File: config.mk
export PLATFORM = sky130hd
export DESIGN_NAME = bignum_scale_by_power
export DESIGN_NICKNAME = d
export VERILOG_FILES = /design/src/rtl/bsp_pkg.sv /design/src/rtl/bignum_scale_by_power.sv
export VERILOG_INCLUDE_DIRS = /design/src /design/src/rtl
export SDC_FILE = /design/constraint.sdc
export NUM_CORES = 2
export LEC_CHECK = 0
export BUFFER_PORTS_ARGS = -buffer_cell sky130_fd_sc_hd__buf_2
export CORE_MARGIN = 5
export CORE_UTILIZATION = 28
export CTS_CLUSTER_DIAMETER = 40
export DETAILED_ROUTE_END_ITERATION = 16
export PLACE_DENSITY = 0.39
export RECOVER_POWER = 50
export SYNTH_ARGS = -nofsm -noshare
export SYNTH_HDL_FRONTEND = slang
export SYNTH_SLANG_ARGS = --single-unit
File: constraint.sdc
create_clock -name clk -period 6.15 [get_ports clk]
set_clock_uncertainty 0.15 [all_clocks]
set_input_delay 1.5375 -clock clk [delete_from_list [all_inputs] [get_ports clk]]
set_output_delay 1.5375 -clock clk [all_outputs]
set_load 0.03 [all_outputs]
File: src/rtl/assert_macros.svh
// assertion macros used by rtl/bignum_scale_by_power.sv
// no dependencies; the macro bodies are empty in synthesis builds
`ifndef ASSERT_MACROS_SVH
`define ASSERT_MACROS_SVH
`ifndef SYNTH
// property checked on every rising clock edge outside reset
`define ASSERT_RST(label, clk, rst_n, prop, msg) \
    label: assert property (@(posedge clk) disable iff (!rst_n) prop) else $error(msg);
// property checked on every rising clock edge, reset included
`define ASSERT_ALWAYS(label, clk, prop, msg) \
    label: assert property (@(posedge clk) prop) else $error(msg);
`else
`define ASSERT_RST(label, clk, rst_n, prop, msg)
`define ASSERT_ALWAYS(label, clk, prop, msg)
`endif
`endif

File: src/rtl/bsp_pkg.sv
// constants and widths for the base-1e9 power scaler
// no dependencies
`timescale 1ns / 1ps
package bsp_pkg;
    localparam int MAX_LIMBS = 64;
    localparam int IDX_W     = (MAX_LIMBS > 1) ? $clog2(MAX_LIMBS) : 1;
    localparam int CNT_W     = $clog2(MAX_LIMBS + 1);

    localparam int LIMB_W    = 30;
    localparam int FACTOR_W  = 8;
    localparam int EXP_W     = 16;
    localparam int PROD_W    = LIMB_W + FACTOR_W;
    localparam int Q_W       = 9;
    localparam int REM_W     = 32;

    localparam logic [LIMB_W-1:0] LIMB_BASE = 30'd1000000000;
    localparam logic [REM_W-1:0]  BASE_X1   = 32'd1000000000;
    localparam logic [REM_W-1:0]  BASE_X2   = 32'd2000000000;

    // quotient estimate: floor((t >> EST_LOW) * EST_K >> EST_SHIFT), never above t / 1e9
    localparam int EST_LOW   = 29;
    localparam int EST_A_W   = PROD_W - EST_LOW;
    localparam int EST_K_W   = 10;
    localparam logic [EST_K_W-1:0] EST_K = 10'd549;
    localparam int EST_SHIFT = 10;
    localparam int EST_P_W   = EST_A_W + EST_K_W;
endpackage

File: src/rtl/bignum_scale_by_power.sv
// top level: loads base-1e9 limbs, scales them by multiplier**exponent, emits them
// depends on bsp_pkg and assert_macros.svh
//
//   channel | handshake            | payload
//   --------+----------------------+---------------------------------------------
//   in      | in_valid / in_ready  | limb_value, limb_last, multiplier, exponent
//   out     | out_valid / out_ready| result_limb, result_last, overflow
//
// load: input words are taken back to back; in_ready is high only while loading
// compute: per pass and limb: memory read, 30x8 multiply, quotient estimate,
//   remainder subtract, correction; each pass ends with a step for the carry limb
// emit: per result word, registered memory read, then output register once it is free
// the next number loads while the final result word waits in the output register
// reset clears control state only; the limb memory keeps whatever it holds
`timescale 1ns / 1ps
`include "assert_macros.svh"
module bignum_scale_by_power (
    input  logic                           clk,
    input  logic                           rst_n,
    input  logic                           in_valid,
    output logic                           in_ready,
    input  logic [bsp_pkg::LIMB_W-1:0]     limb_value,
    input  logic                           limb_last,
    input  logic [bsp_pkg::FACTOR_W-1:0]   multiplier,
    input  logic [bsp_pkg::EXP_W-1:0]      exponent,
    output logic                           out_valid,
    input  logic                           out_ready,
    output logic [bsp_pkg::LIMB_W-1:0]     result_limb,
    output logic                           result_last,
    output logic                           overflow
);
    import bsp_pkg::*;

    localparam logic [3:0] S_LOAD = 4'd0;
    localparam logic [3:0] S_RD   = 4'd1;
    localparam logic [3:0] S_MUL  = 4'd2;
    localparam logic [3:0] S_EST  = 4'd3;
    localparam logic [3:0] S_SUB  = 4'd4;
    localparam logic [3:0] S_FIX  = 4'd5;
    localparam logic [3:0] S_TAIL = 4'd6;
    localparam logic [3:0] S_ERD  = 4'd7;
    localparam logic [3:0] S_EOUT = 4'd8;

    logic [3:0]          state_reg, state_next;
    logic [CNT_W-1:0]    cnt_reg, cnt_next;
    logic [CNT_W-1:0]    k_reg, k_next;
    logic [EXP_W-1:0]    pass_reg, pass_next;
    logic                ovf_reg, ovf_next;
    logic [FACTOR_W-1:0] factor_reg, factor_next;
    logic [EXP_W-1:0]    exp_reg, exp_next;
    logic [Q_W-1:0]      carry_reg, carry_next;
    logic [PROD_W-1:0]   t_reg, t_next;
    logic [Q_W-1:0]      qest_reg, qest_next;
    logic [REM_W-1:0]    r_reg, r_next;

    logic                out_valid_reg, out_valid_next;
    logic [LIMB_W-1:0]   out_limb_reg, out_limb_next;
    logic                out_last_reg, out_last_next;
    logic                out_ovf_reg, out_ovf_next;

    logic [LIMB_W-1:0]   mem [MAX_LIMBS];
    logic [LIMB_W-1:0]   rdata_reg;
    logic                mem_we;
    logic [IDX_W-1:0]    mem_waddr;
    logic [LIMB_W-1:0]   mem_wdata;

    logic                in_fire;
    logic                out_free;
    logic [EST_P_W-1:0]  est_prod;
    logic [PROD_W-1:0]   qbase;
    logic [PROD_W-1:0]   rem_full;
    logic                store_full;
    logic                last_pass;

    assign in_ready    = (state_reg == S_LOAD);
    assign in_fire     = in_valid && in_ready;
    assign out_free    = !out_valid_reg || out_ready;
    assign out_valid   = out_valid_reg;
    assign result_limb = out_limb_reg;
    assign result_last = out_last_reg;
    assign overflow    = out_ovf_reg;
    assign store_full  = (cnt_reg == CNT_W'(MAX_LIMBS));
    assign last_pass   = (pass_reg + EXP_W'(1) == exp_reg) || (factor_reg <= FACTOR_W'(1));

    assign est_prod = EST_P_W'(t_reg[PROD_W-1:EST_LOW]) * EST_P_W'(EST_K);
    assign qbase    = PROD_W'(qest_reg) * PROD_W'(LIMB_BASE);
    assign rem_full = t_reg - qbase;

    always_ff @(posedge clk)
    begin
        if (mem_we)
        begin
            mem[mem_waddr] <= mem_wdata;
        end
        rdata_reg <= mem[k_reg[IDX_W-1:0]];
    end

    always_comb
    begin
        state_next     = state_reg;
        cnt_next       = cnt_reg;
        k_next         = k_reg;
        pass_next      = pass_reg;
        ovf_next       = ovf_reg;
        factor_next    = factor_reg;
        exp_next       = exp_reg;
        carry_next     = carry_reg;
        t_next         = t_reg;
        qest_next      = qest_reg;
        r_next         = r_reg;
        out_valid_next = out_valid_reg && !out_ready;
        out_limb_next  = out_limb_reg;
        out_last_next  = out_last_reg;
        out_ovf_next   = out_ovf_reg;
        mem_we         = 1'b0;
        mem_waddr      = cnt_reg[IDX_W-1:0];
        mem_wdata      = limb_value;

        case (state_reg)
            S_LOAD:
            begin
                if (in_fire)
                begin
                    if (!store_full)
                    begin
                        mem_we   = 1'b1;
                        cnt_next = cnt_reg + CNT_W'(1);
                    end
                    else
                    begin
                        ovf_next = 1'b1;
                    end
                    if (limb_last)
                    begin
                        factor_next = multiplier;
                        exp_next    = exponent;
                        pass_next   = '0;
                        k_next      = '0;
                        carry_next  = '0;
                        state_next  = (exponent == '0) ? S_ERD : S_RD;
                    end
                end
            end
            S_RD:
            begin
                state_next = S_MUL;
            end
            S_MUL:
            begin
                t_next = PROD_W'(rdata_reg) * PROD_W'(factor_reg) + PROD_W'(carry_reg);
                state_next = S_EST;
            end
            S_EST:
            begin
                qest_next  = est_prod[EST_SHIFT +: Q_W];
                state_next = S_SUB;
            end
            S_SUB:
            begin
                r_next     = rem_full[REM_W-1:0];
                state_next = S_FIX;
            end
            S_FIX:
            begin
                // estimate is at most two below the true quotient
                mem_we    = 1'b1;
                mem_waddr = k_reg[IDX_W-1:0];
                if (r_reg >= BASE_X2)
                begin
                    mem_wdata  = LIMB_W'(r_reg - BASE_X2);
                    carry_next = qest_reg + Q_W'(2);
                end
                else if (r_reg >= BASE_X1)
                begin
                    mem_wdata  = LIMB_W'(r_reg - BASE_X1);
                    carry_next = qest_reg + Q_W'(1);
                end
                else
                begin
                    mem_wdata  = LIMB_W'(r_reg);
                    carry_next = qest_reg;
                end
                k_next     = k_reg + CNT_W'(1);
                state_next = (k_reg + CNT_W'(1) == cnt_reg) ? S_TAIL : S_RD;
            end
            S_TAIL:
            begin
                if (carry_reg != '0)
                begin
                    if (!store_full)
                    begin
                        mem_we    = 1'b1;
                        mem_wdata = LIMB_W'(carry_reg);
                        cnt_next  = cnt_reg + CNT_W'(1);
                    end
                    else
                    begin
                        ovf_next = 1'b1;
                    end
                end
                k_next     = '0;
                carry_next = '0;
                pass_next  = pass_reg + EXP_W'(1);
                state_next = last_pass ? S_ERD : S_RD;
            end
            S_ERD:
            begin
                state_next = S_EOUT;
            end
            S_EOUT:
            begin
                if (out_free)
                begin
                    out_valid_next = 1'b1;
                    out_limb_next  = rdata_reg;
                    out_last_next  = (k_reg + CNT_W'(1) == cnt_reg);
                    out_ovf_next   = ovf_reg;
                    k_next         = k_reg + CNT_W'(1);
                    if (k_reg + CNT_W'(1) == cnt_reg)
                    begin
                        cnt_next   = '0;
                        ovf_next   = 1'b0;
                        k_next     = '0;
                        state_next = S_LOAD;
                    end
                    else
                    begin
                        state_next = S_ERD;
                    end
                end
            end
            default:
            begin
                state_next = S_LOAD;
            end
        endcase
    end

    always_ff @(posedge clk or negedge rst_n)
    begin
        if (!rst_n)
        begin
            state_reg     <= S_LOAD;
            cnt_reg       <= '0;
            k_reg         <= '0;
            pass_reg      <= '0;
            ovf_reg       <= 1'b0;
            out_valid_reg <= 1'b0;
        end
        else
        begin
            state_reg     <= state_next;
            cnt_reg       <= cnt_next;
            k_reg         <= k_next;
            pass_reg      <= pass_next;
            ovf_reg       <= ovf_next;
            out_valid_reg <= out_valid_next;
        end
    end

    always_ff @(posedge clk)
    begin
        factor_reg   <= factor_next;
        exp_reg      <= exp_next;
        carry_reg    <= carry_next;
        t_reg        <= t_next;
        qest_reg     <= qest_next;
        r_reg        <= r_next;
        out_limb_reg <= out_limb_next;
        out_last_reg <= out_last_next;
        out_ovf_reg  <= out_ovf_next;
    end

    `ASSERT_RST(a_cnt_bound, clk, rst_n, cnt_reg <= CNT_W'(MAX_LIMBS), "limb count above store depth")
    `ASSERT_RST(a_k_bound, clk, rst_n, k_reg <= cnt_reg, "limb index beyond limb count")
    `ASSERT_RST(a_rem_range, clk, rst_n, (state_reg == S_FIX) |-> (r_reg < BASE_X2 + BASE_X1), "quotient estimate off by more than two")
    `ASSERT_RST(a_emit_nonempty, clk, rst_n, (state_reg == S_ERD) |-> (cnt_reg != '0), "emit started with empty store")
endmodule

After elaboration in Yosys (flattened, before gate mapping)
Memories as Yosys holds them, arrays and structs flattened. A register that Yosys moved wholly into a read port is not among the register bits.
Cells that the tools add are included.
Operators by class
  add/sub/neg operators: 9
  $mul: 3
  $lt $le $gt $ge: 3
  eq/ne operators: 16
  mux-type cells: 47
  reduce and logical (&&, ||, !) cells: 20
Operators with widths (number)
  30-bit two-way mux: 4
  7-bit two-way mux: 9
  30-bit one-hot mux with 2 select lines: 1
  30-bit subtractor, second input constant: 2
  38-bit by 9-bit adder with 38-bit output: 1
  30-bit by 8-bit multiplier with 38-bit output: 1
  9-bit two-way mux: 4
  4-bit one-hot mux with 9 select lines: 1
  32-bit by 30-bit >= comparator with 1-bit output, second input constant: 1
  32-bit by 31-bit >= comparator with 1-bit output, second input constant: 1
  16-bit two-way mux: 2
  16-bit one-hot mux with 2 select lines: 1
  32-bit subtractor: 1
  7-bit one-hot mux with 4 select lines: 1
  9-bit one-hot mux with 3 select lines: 1
  9-bit by 21-bit multiplier with 23-bit output, second input constant: 1
  7-bit one-hot mux with 3 select lines: 1
  9-bit by 10-bit multiplier with 19-bit output, second input constant: 1
  16-bit by 1-bit adder with 16-bit output, second input constant: 1
  16-bit equality test: 1
  4-bit by 3-bit equality test with 1-bit output, second input constant: 4
  16-bit zero test: 1
  7-bit by 1-bit adder with 7-bit output, second input constant: 2
  1-bit two-way mux: 12
  26 further kinds: 43
Storage, ports and cells
  flip-flop bits (word level): 180
  RAM bits: 1920
  output and inout port bits: 34
  word-level logic and storage cells: 114
  memories kept: 1
Memory list
  mem: words 64, bits a word 30, rd ports 1, clocked after memory_dff 1, wr ports 1, RTL line bignum_scale_by_power.sv:61  | logic [LIMB_W-1:0] mem [MAX_LIMBS];

Longest topological paths before layout
  depth after elaboration: 6
  mapped depth: 27
  gate-level depth less buffers: 27

Worst setup path before layout
OpenSTA, ideal clock, no wires.
  kind: register to register
  from: register qest_reg[0]
  to: register r_reg[30] (data pin)
  setup time: 0.195 ns
  arrival: 5.669 ns
  path slack: 0.136 ns
  cell stages (with the launch flop): 24
  clock period less this slack: 6.014 ns
  path through: edfxtp_1 > ha_1 > inv_1 > fa_1 > inv_1 > fa_1 > inv_1 > fa_1 > inv_1 > ha_1 > o21a_1 > nor2_1 > a21oi_1 > a21o_1 > a21o_1 > a21oi_1 > xor2_1 > ha_1 > and3_1 > a211o_1 > or3_1 > a31o_2 > a2111o_1 > o311ai_0
Between the ends
  longest elaborated chain between the ends: 2
Ends and longest elaborated chain
  start, declared: RTL line bignum_scale_by_power.sv:53  | logic [Q_W-1:0] qest_reg, qest_next;
  start signal, assigned: RTL line bignum_scale_by_power.sv:267  | qest_reg <= qest_next;
  9-bit by 21-bit multiplier with 23-bit output: RTL line bignum_scale_by_power.sv:86  | assign qbase = PROD_W'(qest_reg) * PROD_W'(LIMB_BASE);
  32-bit subtractor: RTL line bignum_scale_by_power.sv:87  | assign rem_full = t_reg - qbase;
  via rem_full[30]: RTL line bignum_scale_by_power.sv:71  | logic [PROD_W-1:0] rem_full;
  end signal, assigned: RTL line bignum_scale_by_power.sv:268  | r_reg <= r_next;
  end, declared: RTL line bignum_scale_by_power.sv:54  | logic [REM_W-1:0] r_reg, r_next;
The timed path passes the listed nets, and every way through them passes these cells.
A chain may end at the register's enable or synchronous reset.

Worst setup path in the final report
  from: register qest_reg[1]
  to: register r_reg[30] (data pin)
Same word-level chain as after synthesis.

==> run summary <==
TritonCTS built the clock tree. The number of global-route vias before repair is 56,838, and the setup slack at placement is -0.0258 ns. The cell count after synthesis came out at 5,951.

Row generation in the floorplan step produced 214 rows. The tools report the number of remaining DRC errors as 0. For this run, the slowest stage of the critical path takes 0.54 ns.

The routing layer with the top usage in global route was met2. The initial antenna violation count was 42. The maximum fanout along the worst path came out at 4. Wires add up to 315,000 microns. Of the cells placed in the final design, the portion with a size suffix greater than 1 is 21.7%. The count of endpoints failing hold in the final timing report was 0. Setup violations remaining at the end of the flow were counted as 0.

The net count of the finished layout is 6,962. The clock drives 2,130 sinks. The register with the most flip-flops in the layout has 1,920 of them. Entering global routing, the biggest net connects 101 pins.

In the global route stage, overall resource usage came out at 17.3%. The worst hold path belongs to the class reg2reg. Counting every net in the synthesized netlist gives 6,442. The global-route wire length before repair came out at 440,000 microns. At the later pin of the worst-skew pair, clock insertion delay measures 0.93 ns. Among all stages on the critical path, the largest delay is contributed by sky130_fd_sc_hd__fa_1. The buffer and inverter count on the worst path was 5; the count of maximum capacitance violations was 20. The die width works out to 594 microns.

The number of warnings printed during yosys synthesis was 0; the arrival time at the worst endpoint was 6.45 ns. The most used flip-flop cell after synthesis is sky130_fd_sc_hd__edfxtp_1. The clock passes through at most 4 buffers. The number of buffers inserted during clock tree synthesis is 391. Input and output buffers added on the ports amount to 92.

Clock period minus worst slack: 5.90 ns. Summing all multi-input logic gate instances after layout gives 30,300 sq um. The logs give 353,000 sq um for the floorplan die area and 0 for the post-detailed-route count of antenna-violating nets. The most common cell after layout, fill and taps aside is sky130_fd_sc_hd__edfxtp_1. The required time at the worst-slack endpoint was 6.70 ns.

Via count of the routed design: 55,114. The tools report the clock root buffer as sky130_fd_sc_hd__clkbuf_16. Cells fill 34.6% of the core in the end.

In this run the tightest slew margin relative to its limit is -98.6%. The run gives 28.6% as the met2 track demand over resource. The checks that failed: max-capacitance violations, max-slew violations.

The cell repeated most along the worst path is sky130_fd_sc_hd__inv_1. The number of flops mapped to enable cells by yosys is 2,064. The final-layout fill cell count was 32,452. After detailed routing, the number of vias per cell comes to 4.85. The half-perimeter wire length of the detailed placement result is 197,000 microns, and the last weighted congestion value of the routability-driven placer is 0.838. After detailed placement, the design holds a cell count of 10,611. The startpoint of the worst-slack reg-to-reg timing path is qest_reg[1]$_DFFE_PP_. The final critical path takes up 95.9% of the cycle.

On the critical path the largest part of the delay comes from adder cells. The core region is 340,000 sq um. The worst setup path is launched from a flop.

For this run, asynchronously set or reset flops after synthesis account for 1.69%. The tools report the met1 track demand over resource in global routing as 24.1%. The category of the worst setup path capture point was a flop. In this run the number of H-tree levels came out at 5.

Relative to the synthesized area, the layout overhead comes to 23.1%. The run gives 2.16% as the met3 global-route usage. The tools report the total cell area at the placement stage as 104,000 sq um. At the pin with the least slew margin, the transition time is 2.98 ns. The wire length per cell after detailed routing was 27.7 microns; the total area of sequential cells was 63,500 sq um.

The number of max-slew violations in the final report was 541; the total global routing overflow was 0. The cell area after synthesis was 95,600 sq um; the cell area after layout was 118,000 sq um. The pre-antenna-repair detailed-routing pass consisted of 6 iterations. The starting utilization of the core area is 28.1%, and the distinct cell type count after synthesis is 78.

The worst setup path is of the reg2reg kind. For the initial DRC count, the log shows 4,377. The worst hold path begins at t_reg[4]$_DFFE_PP_.

The startpoint of the most critical setup path is qest_reg[1]$_DFFE_PP_. The timing-limited maximum frequency is 170 MHz, and the setup slack of the critical path after layout is 0.251 ns. Excluding fillers, the count of instances in the completed layout stands at 11,359. The flow ran to the end, but the final reports show violations.

Clock-pin slew was measured on the worst setup and hold paths at 0.05 ns. For this run, the register share of the synthesized area comes to 66.4%. In the layout the commonest cells are 2,064 x sky130_fd_sc_hd__edfxtp_1, 394 x sky130_fd_sc_hd__clkbuf_16, 364 x sky130_fd_sc_hd__inv_1, 362 x sky130_fd_sc_hd__mux2i_1, 332 x sky130_fd_sc_hd__nand2_1. The synthesized design contains 2,130 register bits. The die is 594 microns tall.

The mean cell area of the mapped netlist came out at 16.1 sq um. Hold repair after CTS inserted 0 buffers. Pin placement for this block handled 93 I/O pins.
## final timing paths
kind                            slack, ns  cells past startpoint                 endpoint
worst max-delay path                 0.25                     25      r_reg[30]$_DFFE_PP_
worst min-delay path                 0.24                      0       r_reg[4]$_DFFE_PP_
worst max register to register       0.25                     25      r_reg[30]$_DFFE_PP_
worst min register to register       0.24                      0       r_reg[4]$_DFFE_PP_
max in group asynchronous            2.24                      2     k_reg[3]$_DFFE_PN0P_
min in group asynchronous            1.56                      2  pass_reg[0]$_DFFE_PN0P_
## cells in the mapped netlist (all sizes together), types with 5 or more instances
cell type	number	area (sq um)
edfxtp	2064	62000
inv	371	1390
mux2i	362	3620
nand2	336	1260
a21oi	324	1620
mux4	270	6080
o21ai	241	1210
fa	228	4560
ha	204	2550
clkbuf	187	702
nor2	166	631
and2	164	1030
o22ai	124	776
mux2	122	1370
o221ai	122	1070
xnor2	96	841
buf	90	410
nand3	45	225
xor2	42	368
nor3	37	190
dfrtp	36	901
dfxtp	30	601
a21o	29	218
and3	22	138
nor2b	19	119
o31ai	19	148
o21a	17	128
nand2b	14	87.6
or3	14	87.6
a31oi	13	81.3
nor4	13	81.3
o21bai	12	90.1
a211oi	10	85.1
nand4	10	62.6
a22oi	8	60.1
or2	7	43.8
o211ai	6	45.0
a211o	5	43.8
a21boi	5	37.5
a222oi	5	50.1
nand3b	5	37.5
## cell type report
| type | instances | area share (%) |
|---|---|---|
| sequential | 2130 | 54.0 |
| multi-input combinational | 3173 | 25.8 |
| clock buffer | 432 | 8.51 |
| tap | 4536 | 4.82 |
| clock inverter | 296 | 3.16 |
| timing repair buffer | 404 | 2.55 |
| inverter | 371 | 1.18 |
| antenna | 17 | 0.0362 |
## per-layer routing
layer	up-vias	wire, microns
li1	24061	-
met1	29260	142000
met2	1391	150000
met3	400	13800
met4	2	8100
met5	-	18
## logic make-up (layout without fill, tap and decap cells)
logic type	after synthesis	after routing	share of synthesized area (%)
DFF	2130	2130	66.4
AOI/OAI and AO/OA	983	983	6.34
and+or+nand+nor	866	866	4.30
muxes	754	754	11.6
buffers and inverters	648	1503	2.62
adders and majority gates	432	432	7.45
xor gates and xnor gates	138	138	1.26
other	0	17	0
## worst register-to-register path: cells and delay by family, from the launching register on
| family | cells | cell delay, ns |
|---|---|---|
| flops | 1 | 0.40 |
| fa+ha+maj | 6 | 2.15 |
| compound gates | 11 | 1.92 |
| xor+xnor | 1 | 0.24 |
| simple gates | 2 | 0.49 |
| buf+inv | 5 | 0.40 |
## timing repair
action	in CTS	in global routing
gates resized for setup	0	32
buffers inserted	0	3
endpoints found under the setup margin	0	2
hold endpoints to repair	0	0
## through the flow
stage	TNS (ns)	hold slack, ns
after global placement	-0.0876	0.255
after global routing	-0.00862	0.242
final	0	0.236
after detailed placement	-0.0299	0.257
after CTS	0	0.229
after floorplan	0	0.250
Power is not shown: default switching activity piles up to over one toggle a cycle in this logic, so the estimate is an artifact.
